`src/rtl/tlqe_pkg.sv`:
```
// ----------------------------------------------------------------------------
// tlqe_pkg
// Shared types and constants of the thick line quad expander.
// ----------------------------------------------------------------------------
package tlqe_pkg;

  localparam int unsigned CoordBits = 32;
  localparam int unsigned FracBits  = 16;
  localparam int unsigned WidthBits = 31;
  localparam int unsigned MagBits   = 30;
  localparam int unsigned PointBits = CoordBits + 1;

  localparam logic [WidthBits-1:0] JoinThresh = WidthBits'(2) << FracBits;

  typedef enum logic [2:0] {
    REG_MAT_A        = 3'd0,
    REG_MAT_B        = 3'd1,
    REG_MAT_C        = 3'd2,
    REG_MAT_D        = 3'd3,
    REG_MAT_TX       = 3'd4,
    REG_MAT_TY       = 3'd5,
    REG_STROKE_WIDTH = 3'd6,
    REG_UNUSED       = 3'd7
  } reg_idx_e;

  typedef enum logic [1:0] {
    KIND_BODY  = 2'd0,
    KIND_JOIN  = 2'd1,
    KIND_CLOSE = 2'd2,
    KIND_NONE  = 2'd3
  } quad_kind_e;

  typedef struct packed {
    logic signed [CoordBits-1:0] a;
    logic signed [CoordBits-1:0] b;
    logic signed [CoordBits-1:0] c;
    logic signed [CoordBits-1:0] d;
    logic signed [CoordBits-1:0] tx;
    logic signed [CoordBits-1:0] ty;
  } mat_t;

  typedef struct packed {
    logic signed [PointBits-1:0] x;
    logic signed [PointBits-1:0] y;
  } point_t;

endpackage

```
`src/rtl/tlqe_sqrt.sv`:
```
// ----------------------------------------------------------------------------
// tlqe_sqrt
// Iterative integer square root, one result bit per cycle.
// ----------------------------------------------------------------------------
module tlqe_sqrt import tlqe_pkg::*; (
  input  logic                   clk_i,
  input  logic                   rst_ni,
  input  logic                   start_i,
  input  logic [2*MagBits:0]     radicand_i,
  output logic                   done_o,
  output logic [WidthBits-1:0]   root_o
);

  localparam int unsigned SqW = 2 * MagBits + 2;

  logic           busy_q, busy_d;
  logic           done_q, done_d;
  logic [SqW-1:0] rem_q, rem_d;
  logic [SqW-1:0] res_q, res_d;
  logic [SqW-1:0] bit_q, bit_d;
  logic [SqW-1:0] trial;

  assign trial = res_q + bit_q;

  always_comb begin
    busy_d = busy_q;
    done_d = 1'b0;
    rem_d  = rem_q;
    res_d  = res_q;
    bit_d  = bit_q;
    if (start_i) begin
      busy_d = 1'b1;
      rem_d  = SqW'(radicand_i);
      res_d  = '0;
      bit_d  = SqW'(1) << (2 * MagBits);
    end else if (busy_q) begin
      if (rem_q >= trial) begin
        rem_d = rem_q - trial;
        res_d = (res_q >> 1) + bit_q;
      end else begin
        res_d = res_q >> 1;
      end
      bit_d = bit_q >> 2;
      if (bit_q[0]) begin
        busy_d = 1'b0;
        done_d = 1'b1;
      end
    end
  end

  always_ff @(posedge clk_i or negedge rst_ni) begin
    if (!rst_ni) begin
      busy_q <= 1'b0;
      done_q <= 1'b0;
    end else begin
      busy_q <= busy_d;
      done_q <= done_d;
    end
  end

  always_ff @(posedge clk_i) begin
    rem_q <= rem_d;
    res_q <= res_d;
    bit_q <= bit_d;
  end

  assign done_o = done_q;
  assign root_o = res_q[WidthBits-1:0];

endmodule

```
`config.mk`:
```
export PLATFORM = sky130hd
export DESIGN_NAME = tlqe_sqrt
export DESIGN_NICKNAME = d
export VERILOG_FILES = /design/src/rtl/tlqe_pkg.sv /design/src/rtl/tlqe_sqrt.sv
export SDC_FILE = /design/constraint.sdc
export NUM_CORES = 1
export LEC_CHECK = 0
export BUFFER_PORTS_ARGS = -buffer_cell sky130_fd_sc_hd__buf_4
export CAP_MARGIN = 20
export CORE_UTILIZATION = 55
export DETAILED_ROUTE_END_ITERATION = 10
export PLACE_DENSITY = 0.77
export SYNTH_ARGS = -nofsm -noshare
export SYNTH_HDL_FRONTEND = slang
export SYNTH_SLANG_ARGS = --single-unit
```
`constraint.sdc`:
```
create_clock -name clk_i -period 5.71 [get_ports clk_i]
set_input_delay 1.142 -clock clk_i [delete_from_list [all_inputs] [get_ports clk_i]]
set_output_delay 1.142 -clock clk_i [all_outputs]
set_load 0.02 [all_outputs]
```
==> results.tsv <==
metric	value	unit
outcome	finished clean	
EDFF count, synth	61	
syn avg cell area	7.83	um^2
final cell count without fillers	2310	
antenna violations before repair	0	
vias in the first global route	13500	
Yosys reg bits	157	
Ant. Diodes	0	
Hold WS	0.473	ns
clock skew	0.0177	ns
post-route cell area	16800	um^2
Starting Density	55.8	%
pwr dens	482	nW/um^2
crit end category	register	
worst vdd rail ir drop	0.319	mV
Cell Int Power	4280	uW
Clock Tree Buf Depth	2	
mux contribution to synthesized area	2.49	%
Post-Syn Area	15000	um^2
GRT Util Overall	31.5	%
ys async rst share	1.27	%
CTS tree	done	
Post-synth top cells	nand2_1, nor2_1, o21ai_0, ha_1, a21oi_1	
cells after synthesis	1917	
RD Place Congestion	0.993	
worst skew pair latency	0.44	ns
synthesized net count	2108	
Hold Crit Class	in -> async	
layout cells sized above 1	13.9	%
Final min period	5.54	ns
Die Footprint	27900	um^2
post-synthesis xor/xnor area fraction	8.87	%
final antenna-violating net count	0	
main combinational cell family by area after synthesis	compound AO/OA/AOI/OAI gates	
drt pass-1 iters	6	
row cnt	60	
Placed Instances	2273	
total number of vias	14800	
most frequent cell after synthesis	nand2_1	
TritonCTS Buffers	17	
Flop pwr share	22.3	%
Comb pwr share	63.3	%
I/O pin cnt	96	
first-pass GRT wire length	71300	um
Hold Vio Cnt, Final	0	
Main synth FF type	dfxtp_1	
Sw Pwr	3810	uW
Placeable Area	26900	um^2
Clock transition at path regs	0.08	ns
share of the synthesized area in the top cell type	12.5	%
Placed Instance Area	16000	um^2
register area share after synthesis	25.1	%
Synth Area in Adders	10.6	%
Synth Area in Compound Gates	27.4	%
Synth cell types	85	
dpl hpwl	33000	um
Leak	0.00688	uW
largest net degree at the start of global routing	98	
Achievable Freq	0.180	GHz
Slew HR	46.0	%
clock sink count	157	
Arr. time, crit path	5.71	ns
Synth Area in Simple Gates	19.6	%
Slew @ Worst Pin	0.810	ns
number of vias per cell	6.41	
CTS root buf	clkbuf_16	
Nets	2147	
leading area contributor after synthesis	dfxtp_1	
Vert. Die Dim	167	um
final wirelength	45100	um
WP data required	5.88	ns
Sw Ratio	47.1	%
buffers added on ports	95	
Worst Path Max Fanout	6	
Syn-to-layout area delta	12.0	%
sum of negative setup slack	0	ns
Die W	167	um
htree depth	4	
max-cap violations	0	
YS warnings	0	
kind of critical path	reg -> reg	
Final setup viols	0	
post-DR wirelength/cell	19.5	um
initial DRC count	1418	
Residual DRC	0	
Worst setup SP type	register	
fin. max-slew vios	0	
grt total ovfl	0	
Clock Power Share	14.4	%
ranking of synthesized cells by area	dfxtp_1, edfxtp_1, ha_1	
part of the cycle the worst path needs	97.1	%
critical path: stages (launching register included):
cell       delay [ns]
dfxtp_2          0.36
ha_4             0.29
nand4_1          0.10
buf_4            0.17
a2111oi_4        0.45
o2111ai_2        0.25
a31oi_2          0.25
o211ai_1         0.14
a2111oi_1        0.38
a311o_2          0.24
nand2_1          0.08
xor2_1           0.16
ha_1             0.30
buf_4            0.15
nand2_1          0.12
nor3b_2          0.31
or4b_1           0.48
a21oi_2          0.25
o21ai_2          0.13
o221ai_1         0.27
a21oi_1          0.13
xor2_1           0.15
o21ai_0          0.09
layout make-up:
cell class	instances	area, um^2
fill	2459	10100
tap	341	427
clock buffer	19	454
inverter	44	165
sequential	157	3770
timing repair buffer	163	1320
multi-input combinational	1573	10500
clock inverter	13	121
timing repair:
item	in CTS	in global routing
buffers inserted	0	3
pin swaps	0	15
hold buffers	0	0
setup endpoints to repair	4	136
resized for setup	3	47
cloned	0	2
per-stage QoR:
step	worst slack, ns	utilization [%]	total power (uW)
after floorplan	0.241	-	5350
after global placement	-0.0471	59.4	6560
after detailed placement	-0.156	59.4	6600
after CTS	0.0140	61.6	7790
after global routing	-0.0539	62.5	8640
final	0.168	62.5	8090
final timing paths:
path                                  startpoint                    end  cells after the start  slack [ns]
hold / removal                            rst_ni       done_o$_DFF_PN0_                      1        0.47
hold reg to reg            res_q[0]$_SDFFE_PP0P_  res_q[0]$_SDFFE_PP0P_                      2        0.52
max in group asynchronous                 rst_ni       busy_q$_DFF_PN0_                      1        5.14
min in group clk_i         res_q[0]$_SDFFE_PP0P_  res_q[0]$_SDFFE_PP0P_                      2        0.52
setup / recovery           bit_q[8]$_SDFFE_PP0P_    rem_q[57]$_DFFE_PP_                     22        0.17
setup reg to reg           bit_q[8]$_SDFFE_PP0P_    rem_q[57]$_DFFE_PP_                     22        0.17
routing by layer:
metal	wire [um]	part of all wire, %	GRT usage, %	up-vias
li1	-	-	-	7142
met1	21300	47	48.2	6935
met2	19000	42	45.7	667
met3	3920	8.7	5.03	69
met4	839	1.9	7.54	0
met5	0	0	0	-
power by group through the flow:
stage	logic, uW	registers [uW]	clock network, uW
after floorplan	3620	1730	0
after global placement	4740	1810	0
after detailed placement	4780	1820	0
after CTS	4820	1790	1170
after global routing	5590	1830	1210
final	5120	1800	1170
cell families (layout without fill, tap and decap cells):
family / count (synthesis) / in the layout
AOI/OAI and AO/OA: 623 / 623
muxes: 37 / 37
and+or+nand+nor: 634 / 634
DFF: 157 / 157
buffers and inverters: 187 / 239
adders and majority gates: 127 / 127
xor gates and xnor gates: 152 / 152
flip-flops by register name, indices dropped and copies added (netlist names):
| signal | count |
|---|---|
| rem_q | 62 |
| busy_q | 1 |
| res_q | 62 |
| bit_q | 31 |
| done_o | 1 |
cell usage in the layout, fill, tap and decap left out, drive strengths merged, types with 64 or more instances in the layout:
| master | synthesis | final |
|---|---|---|
| xnor2 | 64 | 64 |
| ha | 126 | 126 |
| a21o | 64 | 64 |
| nor2 | 168 | 168 |
| xor2 | 88 | 88 |
| dfxtp | 94 | 94 |
| a21oi | 111 | 111 |
| nand2 | 232 | 232 |
| buf | 52 | 161 |
| o21ai | 164 | 164 |
| a31oi | 71 | 71 |
(Power assumes the default switching activity.)
