File: src/rtl/tlqe_pkg.sv
// ----------------------------------------------------------------------------
// tlqe_pkg
// Shared types and constants of the thick line quad expander.
// ----------------------------------------------------------------------------
package tlqe_pkg;

  localparam int unsigned CoordBits = 32;
  localparam int unsigned FracBits  = 16;
  localparam int unsigned WidthBits = 31;
  localparam int unsigned MagBits   = 30;
  localparam int unsigned PointBits = CoordBits + 1;

  localparam logic [WidthBits-1:0] JoinThresh = WidthBits'(2) << FracBits;

  typedef enum logic [2:0] {
    REG_MAT_A        = 3'd0,
    REG_MAT_B        = 3'd1,
    REG_MAT_C        = 3'd2,
    REG_MAT_D        = 3'd3,
    REG_MAT_TX       = 3'd4,
    REG_MAT_TY       = 3'd5,
    REG_STROKE_WIDTH = 3'd6,
    REG_UNUSED       = 3'd7
  } reg_idx_e;

  typedef enum logic [1:0] {
    KIND_BODY  = 2'd0,
    KIND_JOIN  = 2'd1,
    KIND_CLOSE = 2'd2,
    KIND_NONE  = 2'd3
  } quad_kind_e;

  typedef struct packed {
    logic signed [CoordBits-1:0] a;
    logic signed [CoordBits-1:0] b;
    logic signed [CoordBits-1:0] c;
    logic signed [CoordBits-1:0] d;
    logic signed [CoordBits-1:0] tx;
    logic signed [CoordBits-1:0] ty;
  } mat_t;

  typedef struct packed {
    logic signed [PointBits-1:0] x;
    logic signed [PointBits-1:0] y;
  } point_t;

endpackage

File: src/rtl/tlqe_div.sv
// ----------------------------------------------------------------------------
// tlqe_div
// Product then restoring division, one quotient bit per cycle.
// ----------------------------------------------------------------------------
module tlqe_div import tlqe_pkg::*; (
  input  logic                 clk_i,
  input  logic                 rst_ni,
  input  logic                 start_i,
  input  logic [WidthBits-1:0] hw_i,
  input  logic [MagBits-1:0]   mag_i,
  input  logic [WidthBits-1:0] len_i,
  output logic                 done_o,
  output logic [WidthBits-1:0] quot_o
);

  localparam int unsigned ProdW = WidthBits + MagBits;
  localparam int unsigned CntW  = $clog2(WidthBits);

  logic             mul_q, mul_d;
  logic             run_q, run_d;
  logic             done_q, done_d;
  logic [ProdW-1:0] prod_q, prod_d;
  logic [WidthBits-1:0] rem_q, rem_d;
  logic [WidthBits-1:0] low_q, low_d;
  logic [WidthBits-1:0] quot_q, quot_d;
  logic [CntW-1:0]  cnt_q, cnt_d;
  logic [WidthBits:0] shifted;

  assign shifted = {rem_q, low_q[WidthBits-1]};

  always_comb begin
    mul_d  = 1'b0;
    run_d  = run_q;
    done_d = 1'b0;
    prod_d = prod_q;
    rem_d  = rem_q;
    low_d  = low_q;
    quot_d = quot_q;
    cnt_d  = cnt_q;
    if (start_i) begin
      mul_d  = 1'b1;
      prod_d = ProdW'(hw_i) * ProdW'(mag_i);
    end else if (mul_q) begin
      run_d  = 1'b1;
      rem_d  = WidthBits'(prod_q[ProdW-1:WidthBits]);
      low_d  = prod_q[WidthBits-1:0];
      quot_d = '0;
      cnt_d  = CntW'(WidthBits - 1);
    end else if (run_q) begin
      low_d = low_q << 1;
      if (shifted >= {1'b0, len_i}) begin
        rem_d  = WidthBits'(shifted - {1'b0, len_i});
        quot_d = {quot_q[WidthBits-2:0], 1'b1};
      end else begin
        rem_d  = shifted[WidthBits-1:0];
        quot_d = {quot_q[WidthBits-2:0], 1'b0};
      end
      cnt_d = cnt_q - 1'b1;
      if (cnt_q == '0) begin
        run_d  = 1'b0;
        done_d = 1'b1;
      end
    end
  end

  always_ff @(posedge clk_i or negedge rst_ni) begin
    if (!rst_ni) begin
      mul_q  <= 1'b0;
      run_q  <= 1'b0;
      done_q <= 1'b0;
    end else begin
      mul_q  <= mul_d;
      run_q  <= run_d;
      done_q <= done_d;
    end
  end

  always_ff @(posedge clk_i) begin
    prod_q <= prod_d;
    rem_q  <= rem_d;
    low_q  <= low_d;
    quot_q <= quot_d;
    cnt_q  <= cnt_d;
  end

  assign done_o = done_q;
  assign quot_o = quot_q;

endmodule

File: config.mk
export PLATFORM = sky130hd
export DESIGN_NAME = tlqe_div
export DESIGN_NICKNAME = d
export VERILOG_FILES = /design/src/rtl/tlqe_pkg.sv /design/src/rtl/tlqe_div.sv
export SDC_FILE = /design/constraint.sdc
export NUM_CORES = 2
export LEC_CHECK = 0
export BUFFER_PORTS_ARGS = -buffer_cell sky130_fd_sc_hd__buf_4
export CAP_MARGIN = 15
export CORE_MARGIN = 10
export CORE_UTILIZATION = 43
export DETAILED_ROUTE_END_ITERATION = 8
export RECOVER_POWER = 50
export SLEW_MARGIN = 20
export SYNTH_ARGS = -nofsm -noshare
export SYNTH_HDL_FRONTEND = slang
export SYNTH_SLANG_ARGS = --single-unit
export TNS_END_PERCENT = 30
File: constraint.sdc
create_clock -name clk_i -period 9.1 [get_ports clk_i]
set_input_delay 0.455 -clock clk_i [delete_from_list [all_inputs] [get_ports clk_i]]
set_output_delay 0.455 -clock clk_i [all_outputs]
set_load 0.01 [all_outputs]
==> run metrics <==
status complete, but fails checks; failing checks max-capacitance violations, max-slew violations; Chip Width 318.5 µm; # Post-CTS Setup Buffers 0; met3 usage 4.581%; Warnings, synthesis 0; DR iter-0 viols 1971; Vias per Instance 5.255; clk sinks 162; vias post-DR 27020; Critical Path AT 8.14 ns; Critical path destination prod_q[57]; Crit Path Category in2reg; Die Height 318.5 µm; Routed Antenna Nets 0; Clock Tree Buf Depth 2; CTS tree done; I/O Buffers 126; number of CTS-inserted buffers 17; Synth Register Bits 162; Clock transition at path regs 0.07 ns; final setup TNS 0 ns; Final Hold Viols 0; initial core utilization 43.37%; critical path peak fanout 30; Clock Skew 0.01371 ns; number of global-route vias before repair 28540; H-Tree Depth 4; dpl hpwl 80830 µm; initial antenna violation count 1; Reg2Reg Launch Point mul_q; DIE AREA 0.1015 mm²; Syn Inst Count 4028; Final #Nets 5149; RSZ-0062 raised after global routing no; max_cap viols 4; Crit. Startpoint hw_i[19]; global-route wire length before repair 167300 µm; FF-to-FF End rem_q[11]; root buf cell clkbuf_16; GRT Max-Usage Layer met1; Reg2Reg Setup Slack 4.48 ns; CP Data Required Time 9.28 ns; part of the cycle the worst path needs 87.47%; DRT Wirelength 105200 µm; Fillers 8588; Global Route met2 Usage 30.91%; Min-Delay Path Class in2async; Final Max Slew Viols 169; area of the multi-input gates 0.02939 mm²; Critical Path End Type register; GRT Residual Overflow 0; Post-synth EDFFs 159; largest net degree at the start of global routing 66; clock latency on the worst-skew pair 0.43 ns; post-DR wirelength/cell 20.46 µm; core area 0.08837 mm²; CP Launch Type primary input; RePlAce Congestion 0.8825; grt met1 use 31.21%; Seq/Total Area, Yosys 12.65%; Post-Syn Area 0.03832 mm²; Pre-Repair DR Iteration Count 5; Netlist cell types 72; Synthesized Nets 5213; top achievable clock speed 125.6 MHz; Max-slew headroom -123.7%; final setup vio count 0; hold_ws 0.3846 ns; gr usage total 20.80%; drt drc 0; R2R depth 4; dominant synthesized flop cell edfxtp_1; async set-reset flop share out of synthesis 1.852%; io pins 127; register area 0.004850 mm²; post-route minimum period 7.960 ns; Synth Area per Inst 9.514 µm²; worst slew pin tran 3.355 ns; site row count 109; area delta synth->final 5.384%; layout cells sized above 1 4.403%
-- through the flow --
stage	setup slack [ns]	cells	util, %	area (µm²)
floorplan	1.709	4028	-	38320
global placement	0.7671	5108	45.22	39960
detailed placement	0.7235	5108	45.22	39960
CTS	1.234	5139	45.86	40530
global route	0.8608	5140	45.70	40390
finish	1.140	5141	45.70	40390
-- critical path, cell delays in order --
cell	delay, ns
buf_4	0.40
nand2_1	0.15
fa_1	0.55
inv_1	0.06
fa_1	0.52
inv_1	0.05
fa_1	0.53
inv_1	0.05
fa_1	0.48
fa_1	0.56
fa_1	0.43
fa_1	0.55
inv_1	0.07
fa_1	0.47
inv_1	0.04
ha_1	0.39
nand2_2	0.13
nor3_1	0.27
nand4_1	0.13
a21oi_1	0.33
o31ai_1	0.20
buf_4	0.17
a211o_1	0.30
a211oi_1	0.35
o31ai_1	0.11
a311o_1	0.36
-- layer usage --
layer | up-vias | routed length [µm]
li1 | 12020 | -
met1 | 13890 | 49970
met2 | 1047 | 44970
met3 | 70 | 9141
met4 | 0 | 1084
met5 | - | 0
-- synth_stat cells (17+ instances only) --
cell type / number / share of area [%]
clkbuf_1: 210 / 2.1
a31oi_1: 19 / 0.31
xor2_1: 23 / 0.53
mux2_2: 31 / 0.91
and2_1: 529 / 8.6
nor2b_1: 37 / 0.60
nand3_1: 30 / 0.39
inv_1: 859 / 8.4
fa_1: 809 / 42
edfxtp_1: 159 / 12
nor2_1: 73 / 0.71
o21ai_0: 35 / 0.46
nand2_1: 504 / 4.9
ha_1: 281 / 9.2
a21oi_1: 103 / 1.3
nand4_1: 17 / 0.28
a21o_1: 54 / 1.1
and3_1: 18 / 0.29
xnor2_1: 52 / 1.2
o21bai_1: 22 / 0.43
-- area by class of cell --
type,instances,share of cell area [%]
Antenna cell,1,0.006196
Clock inverter,12,0.3098
Timing Repair Buffer,139,2.246
Tap cell,1165,3.609
Multi-Input combinational cell,2785,72.77
Sequential cell,162,12.01
Inverter,859,7.984
Clock buffer,18,1.063
-- state kept, by name, summed over array words and instances (netlist names) --
signal / cells
done_o: 1
prod_q: 61
mul_q: 1
run_q: 1
cnt_q: 5
quot_o: 31
low_q: 31
rem_q: 31
-- layout by cell type (no fill, tap or decap), types with 14 or more instances in the layout --
cell type	count
nand3_1	30
a21o_1	54
o21a_1	14
inv_1	859
nor2b_1	37
nand2_1	504
xnor2_1	52
o21bai_1	22
fa_1	809
and2_1	526
edfxtp_1	159
o21ai_0	35
nand4_1	17
a31oi_1	19
xor2_1	23
nor2_1	73
clkbuf_1	38
a21oi_1	103
nor3_1	14
ha_1	281
and3_1	18
buf_4	101
mux2_2	31
clkbuf_16	17
-- what timing repair did --
action	4_1_cts	5_1_grt
hold buffers	1	0
endpoints found under the setup margin	0	0
resized for setup	0	0
hold endpoints to repair	3	0
-- cell families (layout without fill, tap and decap cells) --
| group | Yosys count | after routing | share of synthesized area, % |
|---|---|---|---|
| xor+xnor | 75 | 75 | 1.714 |
| flops | 162 | 162 | 12.65 |
| fa+ha+maj | 1090 | 1090 | 51.43 |
| buf+inv | 1081 | 1028 | 10.65 |
| other cells | 0 | 1 | 0 |
| compound gates | 346 | 346 | 6.206 |
| simple gates | 1242 | 1242 | 16.40 |
| mux | 32 | 32 | 0.9370 |
-- how the worst min path moves through the flow --
stage / slack [ns] / endpoint / cells past startpoint / start
2_1_floorplan: 0.16 / done_o / 0 / rst_ni
3_3_place_gp: 0.25 / done_o / 1 / rst_ni
3_5_place_dp: 0.25 / done_o / 1 / rst_ni
4_1_cts: 0.33 / run_q / 2 / rst_ni
5_1_grt: 0.38 / run_q / 2 / rst_ni
6_report: 0.38 / run_q / 2 / rst_ni
Power is not shown: default switching activity piles up to over one toggle a cycle in this logic, so the estimate is an artifact.
